## src/hw/rtl/fbsc_pkg.sv

```systemverilog
// ----------------------------------------------------------------------------
// Frustum cull package
// Shared types, codes and widths for the box/sphere frustum culling block.
// ----------------------------------------------------------------------------
package fbsc_pkg;

    localparam int NUM_PLANES_DEF = 5;
    localparam int MASK_W         = 5;
    localparam int IDX_W          = 3;
    localparam int OP_W           = 2;
    localparam int VAL_W          = 32;
    localparam int FRAC_W         = 16;
    localparam int PROD_W         = 2 * VAL_W;
    localparam int SUM_W          = PROD_W + 2;
    localparam int THR_W          = VAL_W + 1 + FRAC_W;
    localparam int IN_DATA_W      = IDX_W + MASK_W + 6 * VAL_W;
    localparam int OUT_DATA_W     = 8;

    localparam logic [OP_W-1:0] OP_LOAD   = 2'd0;
    localparam logic [OP_W-1:0] OP_BOX    = 2'd1;
    localparam logic [OP_W-1:0] OP_SPHERE = 2'd2;

    typedef logic [1:0] t_kind;
    localparam t_kind KIND_LOAD   = 2'd0;
    localparam t_kind KIND_BOX    = 2'd1;
    localparam t_kind KIND_SPHERE = 2'd2;
    localparam t_kind KIND_PASS   = 2'd3;

    typedef struct packed {
        t_kind                    kind;
        logic [IDX_W-1:0]         plane_index;
        logic [MASK_W-1:0]        clip_mask;
        logic signed [VAL_W-1:0]  x_lo;
        logic signed [VAL_W-1:0]  y_lo;
        logic signed [VAL_W-1:0]  z_lo;
        logic signed [VAL_W-1:0]  x_hi;
        logic signed [VAL_W-1:0]  y_hi;
        logic signed [VAL_W-1:0]  z_hi;
    } t_cmd;

    typedef struct packed {
        logic valid;
        t_cmd cmd;
    } t_qhead;

endpackage

```

## src/hw/rtl/fbsc_front.sv

```systemverilog
// ----------------------------------------------------------------------------
// Frustum cull front end
// Accepts input words, classifies them by op and disable, queues two deep.
// ----------------------------------------------------------------------------
module fbsc_front
    import fbsc_pkg::*;
(
    input  logic                  i_clk,
    input  logic                  i_rst_n,
    input  logic                  i_cfg_we,
    input  logic                  i_cfg_wdata,
    input  logic                  s_tvalid,
    output logic                  s_tready,
    input  logic [IN_DATA_W-1:0]  s_tdata,
    input  logic [OP_W-1:0]       s_tuser,
    input  logic                  i_pop,
    output t_qhead                o_head
);

    logic       r_disable;
    t_cmd       r_mem [2];
    logic       r_wp;
    logic       r_rp;
    logic [1:0] r_cnt;
    logic [1:0] n_cnt;
    t_cmd       w_cmd;
    logic       w_push;
    logic       w_pop;

    always_comb begin
        w_cmd.plane_index = s_tdata[IDX_W-1:0];
        w_cmd.clip_mask   = s_tdata[IDX_W +: MASK_W];
        w_cmd.x_lo        = s_tdata[IDX_W + MASK_W + 0*VAL_W +: VAL_W];
        w_cmd.y_lo        = s_tdata[IDX_W + MASK_W + 1*VAL_W +: VAL_W];
        w_cmd.z_lo        = s_tdata[IDX_W + MASK_W + 2*VAL_W +: VAL_W];
        w_cmd.x_hi        = s_tdata[IDX_W + MASK_W + 3*VAL_W +: VAL_W];
        w_cmd.y_hi        = s_tdata[IDX_W + MASK_W + 4*VAL_W +: VAL_W];
        w_cmd.z_hi        = s_tdata[IDX_W + MASK_W + 5*VAL_W +: VAL_W];
        unique case (s_tuser)
            OP_LOAD:   w_cmd.kind = KIND_LOAD;
            OP_BOX:    w_cmd.kind = r_disable ? KIND_PASS : KIND_BOX;
            OP_SPHERE: w_cmd.kind = r_disable ? KIND_PASS : KIND_SPHERE;
            default:   w_cmd.kind = KIND_PASS;
        endcase
    end

    assign s_tready = (r_cnt != 2'd2);
    assign w_push   = s_tvalid && s_tready;
    assign w_pop    = i_pop && (r_cnt != 2'd0);

    always_comb begin
        n_cnt = r_cnt;
        if (w_push && !w_pop) begin
            n_cnt = r_cnt + 2'd1;
        end else if (w_pop && !w_push) begin
            n_cnt = r_cnt - 2'd1;
        end
    end

    always_ff @(posedge i_clk) begin
        if (!i_rst_n) begin
            r_disable <= 1'b0;
            r_wp      <= 1'b0;
            r_rp      <= 1'b0;
            r_cnt     <= 2'd0;
        end else begin
            if (i_cfg_we) begin
                r_disable <= i_cfg_wdata;
            end
            if (w_push) begin
                r_wp <= ~r_wp;
            end
            if (w_pop) begin
                r_rp <= ~r_rp;
            end
            r_cnt <= n_cnt;
        end
    end

    always_ff @(posedge i_clk) begin
        if (w_push) begin
            r_mem[r_wp] <= w_cmd;
        end
    end

    assign o_head.valid = (r_cnt != 2'd0);
    assign o_head.cmd   = r_mem[r_rp];

endmodule

```

## config.mk

```make
export PLATFORM = sky130hd
export DESIGN_NAME = fbsc_front
export DESIGN_NICKNAME = d
export VERILOG_FILES = /design/src/hw/rtl/fbsc_pkg.sv /design/src/hw/rtl/fbsc_front.sv
export SDC_FILE = /design/constraint.sdc
export NUM_CORES = 1
export LEC_CHECK = 0
export BUFFER_PORTS_ARGS = -buffer_cell sky130_fd_sc_hd__clkbuf_2
export CELL_PAD_IN_SITES_DETAIL_PLACEMENT = 0
export CELL_PAD_IN_SITES_GLOBAL_PLACEMENT = 1
export CORE_MARGIN = 5
export CORE_UTILIZATION = 47
export DETAILED_ROUTE_END_ITERATION = 12
export HOLD_SLACK_MARGIN = 0.03
export PLACE_DENSITY_LB_ADDON = 0.1
export SYNTH_ARGS = -nofsm -noshare
export SYNTH_HDL_FRONTEND = slang
export SYNTH_SLANG_ARGS = --single-unit
```

## constraint.sdc

```tcl
create_clock -name i_clk -period 16.1 [get_ports i_clk]
set_input_delay 1.61 -clock i_clk [delete_from_list [all_inputs] [get_ports i_clk]]
set_output_delay 1.61 -clock i_clk [all_outputs]
set_load 0.01 [all_outputs]
```

==> impl_summary.log, run 1 <==
INFO  metric number_of_buffers_inserted_by_hold_repair_at_cts = 0
INFO  metric fin_crit = 4532 ps
INFO  metric groute.usage.overall = 0.1762
INFO  metric post_synth_instance_area = 14930 µm²
INFO  metric ys.flop_type = sky130_fd_sc_hd__edfxtp_1
INFO  metric post_cts.repair.setup_buffers = 0
INFO  metric yosys_register_bits = 410
INFO  metric avgViaCountPerCell = 4.980
INFO  metric timing_worst_slew_pin_value = 1111 ps
INFO  metric critical_path_required = 14490 ps
INFO  metric achievable-frequency = 220.7 MHz
INFO  metric vdd_drop_max = 0.09371 mV
INFO  metric buffer_ports.inserted = 411
INFO  metric post_drt_wl_per_cell = 21.05 µm
INFO  metric timing.hold.ws = 551.9 ps
INFO  metric clk-insertion-delay-late = 510 ps
INFO  metric clk_pin_slew_worst_paths = 60 ps
INFO  metric drt.antenna.violating_nets = 0
INFO  metric synthMostInstantiatedCell = sky130_fd_sc_hd__edfxtp_1
INFO  metric critPathKind = reg -> out
INFO  metric report.final.hold_viol_count = 0
INFO  metric synthesis.area_per_instance = 22.72 µm²
INFO  metric area_growth = 25.05%
INFO  metric clk_path_buf_depth = 3
INFO  metric num_clock_sinks = 410
INFO  metric drive_gt1_frac = 0.6011
INFO  metric timing.final.max_slew_violations = 0
INFO  metric drc = 0
INFO  metric pin_count = 412
INFO  metric cts_buffers = 43
INFO  metric synth_fa_ha_area_frac = 0.0008382
INFO  metric synth_area_leader_cell = sky130_fd_sc_hd__edfxtp_1
INFO  metric synth_simple_gate_area_share = 0.004777
INFO  metric hpwlAfterDp = 21630 µm
INFO  metric grt_first_pass_wirelength = 48160 µm
INFO  metric initial_core_util = 0.4743
INFO  metric leakage = 7.025 nW
INFO  metric core_area = 31470 µm²
INFO  metric synth_async_sr_flop_share = 0
INFO  metric synth_nets = 866
INFO  metric cts.htree.levels = 2
INFO  metric rsz0062_at_grt = no
INFO  metric fin_cells = 1533
INFO  metric synth.distinct_cells = 24
INFO  metric startpoint_type = flop
INFO  metric synth_compound_area_frac = 0.003353
INFO  metric clk_root_buffer_cell = sky130_fd_sc_hd__clkbuf_16
INFO  metric synthDominantCellAreaShare = 0.8127
INFO  metric largest_fanout_on_the_critical_path = 78
INFO  metric fin_nets = 1306
INFO  metric timing.max_cap.violations = 0
INFO  metric tns = 0 ps
INFO  metric maximum_number_of_pins_on_one_net_before_global_route_repair = 128
INFO  metric first_pass_iters = 4
INFO  metric final.period_utilization = 0.2815
INFO  metric grt_antenna_before_repair = 7
INFO  metric synth_enable_flop_cells = 404
INFO  metric synthXorXnorAreaFrac = 0.001760
INFO  metric endpoint_kind = output pin
INFO  metric finalClockSkew = 8.785 ps
INFO  metric synth.area.top_cells = sky130_fd_sc_hd__edfxtp_1 (81%), sky130_fd_sc_hd__mux2_2 (15%), sky130_fd_sc_hd__buf_6 (1.4%), sky130_fd_sc_hd__dfxtp_1 (0.80%), sky130_fd_sc_hd__and2_1 (0.17%)
INFO  metric powerDensity = 160.3 nW/µm²
INFO  metric detailroute.via_count = 7635
INFO  metric worst_hold_path_type = reg -> reg
INFO  metric crit_arrival = 2920 ps
INFO  metric wl = 32280 µm
INFO  metric grt_pass1_vias = 8155
INFO  metric setup_viol = 0
INFO  metric die_area = 35430 µm²
INFO  metric chipWidth = 188.2 µm
INFO  metric netlist_instances = 657
INFO  metric slew-limit-headroom = 0.2595
INFO  metric synthesis.yosys.warnings = 0
INFO  metric globalRouteOverflowTotal = 0
INFO  metric synthTopCellsByCount = sky130_fd_sc_hd__edfxtp_1 (404), sky130_fd_sc_hd__mux2_2 (202), sky130_fd_sc_hd__buf_6 (18)
INFO  metric synth_sequential_area_ratio = 0.8207
INFO  metric floorplan.rows = 65
INFO  metric status = finished, final reports clean
INFO  metric synthMuxAreaShare = 0.1530
INFO  metric drt_first_iter_violations = 327
INFO  metric tritoncts_clock_tree = yes
INFO  metric die_h = 188.2 µm
INFO  metric fillerInstances = 2442
INFO  metric main_combinational_cell_family_by_area_after_synthesis = multiplexers
INFO  metric placedCellCount = 1454
INFO  metric postCtsResizedCells = 0
INFO  metric gp_routability_congestion = 0.7429
-- worst paths after layout --
kind                               start                endpoint  slack, ps  cells after the start
setup / recovery                    flop             o_head[199]      11570                      3
hold / removal    r_disable$_SDFFE_PN0P_  r_disable$_SDFFE_PN0P_        550                      2
setup reg to reg   r_cnt[0]$_SDFFE_PN0P_  r_mem[1][44]$_DFFE_PP_      13180                      4
hold reg to reg   r_disable$_SDFFE_PN0P_  r_disable$_SDFFE_PN0P_        550                      2
-- per-stage QoR --
stage	total power, mW	setup slack [ps]	utilization	instance area (µm²)
after global routing	3.133	11380	0.5930	18670
after floorplan	1.851	9237	-	14930
after global placement	2.088	11920	0.5503	17320
after CTS	3.036	11480	0.5929	18660
final	2.992	11570	0.5931	18670
after detailed placement	2.092	11950	0.5503	17320
-- power breakdown --
part	switching, mW	internal, mW
Combinational	0.371	0.303
Sequential	0.0457	1.33
Clock	0.374	0.563
-- per-layer routing --
metal	vias up	global-route usage	wire length, µm
li1	3512	-	-
met3	66	0.07429	3181
met5	-	0	69
met1	3750	0.2070	12200
met4	10	0.04856	852
met2	297	0.2994	15970
-- layout make-up --
cell class,count,area [µm²],area share
inverters,1,11.26,0.0006032
clock inverters,14,138.9,0.007440
clock buffers,62,1200,0.06428
multi-input cells,224,2450,0.1312
diodes,3,7.507,0.0004021
repair buffers,417,2102,0.1126
well taps,402,503.0,0.02694
flip-flops and latches,410,12260,0.6565
-- flip-flops by register name (all words and copies together), names as in the netlist, named ones only --
| name | count |
|---|---|
| r_mem | 404 |
| r_cnt | 2 |
| r_rp | 1 |
| r_wp | 1 |
| r_disable | 1 |
-- layout by cell type, fill, tap and decap left out --
| cell type | n |
|---|---|
| sky130_fd_sc_hd__clkbuf_1 | 16 |
| sky130_fd_sc_hd__nand3b_1 | 1 |
| sky130_fd_sc_hd__bufinv_16 | 3 |
| sky130_fd_sc_hd__ha_1 | 1 |
| sky130_fd_sc_hd__diode_2 | 3 |
| sky130_fd_sc_hd__inv_8 | 1 |
| sky130_fd_sc_hd__clkinvlp_4 | 1 |
| sky130_fd_sc_hd__clkbuf_16 | 45 |
| sky130_fd_sc_hd__and3_4 | 1 |
| sky130_fd_sc_hd__and2_1 | 4 |
| sky130_fd_sc_hd__dfxtp_1 | 5 |
| sky130_fd_sc_hd__xnor2_1 | 2 |
| sky130_fd_sc_hd__nor2b_1 | 1 |
| sky130_fd_sc_hd__xor2_1 | 1 |
| sky130_fd_sc_hd__a21bo_2 | 1 |
| sky130_fd_sc_hd__a21boi_1 | 1 |
| sky130_fd_sc_hd__a21boi_0 | 1 |
| sky130_fd_sc_hd__o21ai_0 | 1 |
| sky130_fd_sc_hd__o21ai_1 | 1 |
| sky130_fd_sc_hd__clkinv_1 | 7 |
| sky130_fd_sc_hd__mux2i_1 | 1 |
| sky130_fd_sc_hd__mux2_2 | 202 |
| sky130_fd_sc_hd__clkbuf_2 | 411 |
| sky130_fd_sc_hd__a21o_1 | 2 |
| sky130_fd_sc_hd__clkinv_2 | 3 |
| sky130_fd_sc_hd__or2_2 | 1 |
| sky130_fd_sc_hd__edfxtp_1 | 404 |
| sky130_fd_sc_hd__or3_1 | 1 |
| sky130_fd_sc_hd__dfxtp_4 | 1 |
| sky130_fd_sc_hd__clkbuf_8 | 1 |
| sky130_fd_sc_hd__nand2b_4 | 1 |
| sky130_fd_sc_hd__buf_4 | 6 |
-- critical path, cell delays in order, from the launching register on --
cell,delay (ps)
sky130_fd_sc_hd__dfxtp_4,820
sky130_fd_sc_hd__buf_4,900
sky130_fd_sc_hd__mux2_2,430
sky130_fd_sc_hd__clkbuf_2,130
-- cell families (layout without fill, tap and decap cells) --
logic type / count (synthesis) / count (layout)
compound gates: 7 / 7
xor+xnor: 3 / 3
fa+ha+maj: 1 / 1
buf+inv: 23 / 494
flops: 410 / 410
mux: 203 / 203
other cells: 0 / 3
simple gates: 10 / 10
Note: power is estimated with default switching activity, not from simulation.
==> run 2, diff against run 1 <==
--- a/config.mk
+++ b/config.mk
@@ -9,7 +9,7 @@
 export CELL_PAD_IN_SITES_DETAIL_PLACEMENT = 0
 export CELL_PAD_IN_SITES_GLOBAL_PLACEMENT = 1
 export CORE_MARGIN = 5
-export CORE_UTILIZATION = 47
+export CORE_UTILIZATION = 40
 export DETAILED_ROUTE_END_ITERATION = 12
 export HOLD_SLACK_MARGIN = 0.03
 export PLACE_DENSITY_LB_ADDON = 0.1
==> constraint.sdc (replaced) <==
create_clock -name i_clk -period 3.9 [get_ports i_clk]
set_input_delay 0.39 -clock i_clk [delete_from_list [all_inputs] [get_ports i_clk]]
set_output_delay 0.39 -clock i_clk [all_outputs]
set_load 0.01 [all_outputs]
==> run 2 against run 1 <==
Sequential share of layout area fell by 6.3 points. Die area rose by 17%. Combinational power rose to 4.5 times the previous value. Total power rose to 4.2 times the previous value. Sequential power rose to 4.1 times the previous value. Global-route usage fell by 1.5 points. Final cell count rose by 16%. Clock skew rose by 1.4 ps. Worst hold slack got worse by 490 ps. Critical path depth did not move. Utilization fell by 3.0 points. Cell area rose by 11%. Critical endpoint is now o_head[96]. Largest cell class unchanged. Highest routed layer unchanged.
==> impl_summary.log, run 2 (synthesis gave the netlist of run 1 again) <==
INFO  metric total_power = 12.59 mW (+320%)
INFO  metric dpl_worst_slack = 1514 ps (-10430 ps)
INFO  metric number_of_buffers_inserted_by_hold_repair_at_cts = 180 (+180)
INFO  metric timing.reg2reg.worst_path_depth = 4 (unchanged)
INFO  metric reg.largest.list = r_mem: 404 flops, r_cnt: 2 flops
INFO  metric rsz0062_at_grt = no
INFO  metric initial_core_util = 0.4068 (-0.06751)
INFO  metric globalRouteOverflowTotal = 0 (unchanged)
INFO  metric timing.max_cap.violations = 0 (unchanged)
INFO  metric postCtsResizedCells = 0 (unchanged)
INFO  metric cts.htree.levels = 2 (unchanged)
INFO  metric critical_path_required = 3510 ps (-10980 ps)
INFO  metric finalClockSkew = 10.21 ps (+1.424 ps)
INFO  metric clk_pin_slew_worst_paths = 60 ps (about the same)
INFO  metric drt_first_iter_violations = 338 (+3.4%)
INFO  metric area_growth = 38.37%
INFO  metric layout.cells.most_common_list = sky130_fd_sc_hd__clkbuf_2 (411), sky130_fd_sc_hd__edfxtp_1 (404), sky130_fd_sc_hd__mux2_2 (202)
INFO  metric leakage = 7.827 nW (+11%)
INFO  metric tritoncts_clock_tree = yes
INFO  metric fin_crit = 2746 ps
INFO  metric grt_first_pass_wirelength = 51690 µm (+7.3%)
INFO  metric clk_path_buf_depth = 3 (unchanged)
INFO  metric gp_routability_congestion = 0.7162 (-3.6%)
INFO  metric clk_root_buffer_cell = sky130_fd_sc_hd__clkbuf_16
INFO  metric grt_pass1_vias = 9182 (+13%)
INFO  metric detailroute.via_count = 8332 (+9.1%)
INFO  metric largest_fanout_on_the_critical_path = 65 (-17%)
INFO  metric final_area = 20660 µm² (+11%)
INFO  metric core_area = 36700 µm² (+17%)
INFO  metric die_h = 203.2 µm (+8.0%)
INFO  metric avgViaCountPerCell = 4.668 (-6.3%)
INFO  metric startpoint_type = flop
INFO  metric final_common_cell = sky130_fd_sc_hd__clkbuf_2
INFO  metric detailed_place.area = 17510 µm² (+1.1%)
INFO  metric whs_endpoint = r_mem[1][155]$_DFFE_PP_
INFO  metric clk-insertion-delay-late = 530 ps (+20 ps)
INFO  metric achievable-frequency = 364.2 MHz
INFO  metric status = finished, final reports clean
INFO  metric floorplan.rows = 70 (+7.7%)
INFO  metric fin_nets = 1490 (+14%)
INFO  metric setup_slack = 1154 ps (-10410 ps)
INFO  metric crit-reg2reg-capture = r_mem[0][126]$_DFFE_PP_
INFO  metric holdCritStartpoint = s_tdata[67]
INFO  metric post_drt_wl_per_cell = 19.24 µm (-8.6%)
INFO  metric buffer_ports.inserted = 411 (unchanged)
INFO  metric powerDensity = 609.7 nW/µm² (+280%)
INFO  metric crit_arrival = 2360 ps (-560 ps)
INFO  metric drive_gt1_frac = 0.5217 (-0.07939)
INFO  metric endpoint_kind = output pin
INFO  metric report.final.hold_viol_count = 0 (unchanged)
INFO  metric vdd_drop_max = 0.3996 mV (+330%)
INFO  metric grt_util_met2 = 0.2826 (-0.01680)
INFO  metric final.period_utilization = 0.7041
INFO  metric maximum_number_of_pins_on_one_net_before_global_route_repair = 91 (-29%)
INFO  metric worst_hold_path.num_cells = 1 (-1)
INFO  metric drc = 0 (unchanged)
INFO  metric critPathKind = reg -> out
INFO  metric gr-usage-met3 = 0.05645 (-0.01784)
INFO  metric globalRoute.busiestLayer = met2
INFO  metric worst_reg2reg_startpoint = r_cnt[1]$_SDFFE_PN0P_
INFO  metric first_pass_iters = 6 (+2)
INFO  metric pin_count = 412 (unchanged)
INFO  metric largest_register_ffs = 404 (unchanged)
INFO  metric setup_viol = 0 (unchanged)
INFO  metric drt.antenna.violating_nets = 0 (unchanged)
INFO  metric grt_antenna_before_repair = 3 (-4)
INFO  metric worst_hold_path_type = in -> reg
INFO  metric wl = 34350 µm (+6.4%)
INFO  metric die_area = 41280 µm² (+17%)
INFO  metric r2r_setup_slack = 1600 ps (-11580 ps)
INFO  metric chipWidth = 203.2 µm (+8.0%)
INFO  metric post_cts.repair.setup_buffers = 0 (unchanged)
INFO  metric slew-limit-headroom = 0.4035 (+0.1440)
INFO  metric cts_buffers = 43 (unchanged)
INFO  metric timing_worst_slew_pin_value = 892.9 ps (-217.8 ps)
INFO  metric timing.final.max_slew_violations = 0 (unchanged)
INFO  metric regMostFlops = r_mem
INFO  metric hpwlAfterDp = 22930 µm (+6.0%)
INFO  metric num_clock_sinks = 410 (unchanged)
INFO  metric globalRouteMet1Util = 0.1847 (-0.02231)
INFO  metric groute.usage.overall = 0.1612 (-0.01494)
-- run 2: changes by cell type in the layout (fill, tap and decap cells not counted) --
| cell | change |
|---|---|
| sky130_fd_sc_hd__dfxtp_2 | +1 |
| sky130_fd_sc_hd__clkbuf_1 | -8 |
| sky130_fd_sc_hd__clkinv_1 | +8 |
| sky130_fd_sc_hd__clkinv_2 | +5 |
| sky130_fd_sc_hd__clkbuf_8 | -1 |
| sky130_fd_sc_hd__buf_4 | -2 |
| sky130_fd_sc_hd__dlygate4sd3_1 | +180 |
| sky130_fd_sc_hd__diode_2 | -1 |
| sky130_fd_sc_hd__inv_8 | -1 |
| sky130_fd_sc_hd__buf_12 | +6 |
| sky130_fd_sc_hd__dfxtp_1 | -1 |
-- run 2: worst max-delay path by stage --
stage                          start                 endpoint  slack (ps)  cells after the start
2_1_floorplan  r_cnt[0]$_SDFFE_PN0P_    r_mem[0][0]$_DFFE_PP_        -140                      3
3_3_place_gp                s_tvalid  r_mem[0][125]$_DFFE_PP_        1510                      4
3_5_place_dp                s_tvalid  r_mem[0][124]$_DFFE_PP_        1510                      4
4_1_cts                         flop               o_head[50]        1020                      3
5_1_grt                         flop               o_head[50]        1000                      3
6_report                        flop               o_head[96]        1150                      3
-- run 2: area by class of cell --
| cell class | instances | area, µm² |
|---|---|---|
| fillers | 2962 | 16040 |
| flip-flops and latches | 410 | 12260 |
| repair buffers | 601 | 4009 |
| multi-input cells | 224 | 2450 |
| clock buffers | 53 | 1156 |
| well taps | 468 | 585.6 |
| clock inverters | 26 | 186.4 |
| inverters | 1 | 7.507 |
| diodes | 2 | 5.005 |
-- run 2: stage by stage --
stage	setup TNS, ps	hold WS, ps	cells	utilization
after floorplan	-27470	488.9	657	-
after global placement	0	538.8	1524	0.4771
after detailed placement	0	540.5	1524	0.4771
after CTS	0	30.29	1783	0.5627
after global routing	0	35.75	1785	0.5629
final	0	58.99	1785	0.5629
-- run 2: power breakdown --
part	internal, mW	switching [mW]
clock network	2.29	1.58
registers	5.50	0.185
logic	1.42	1.62
total	9.21	3.38
-- run 2: worst max-delay path, stage by stage, from the launching register on --
cell and delay, ps:
sky130_fd_sc_hd__dfxtp_4 820, sky130_fd_sc_hd__buf_12 420, sky130_fd_sc_hd__mux2_2 410, sky130_fd_sc_hd__clkbuf_2 130
-- run 2: per-layer routing --
metal	share of wire	vias up
li1	-	3896
met1	0.38	4100
met2	0.51	263
met3	0.080	71
met4	0.031	2
met5	0.00020	-
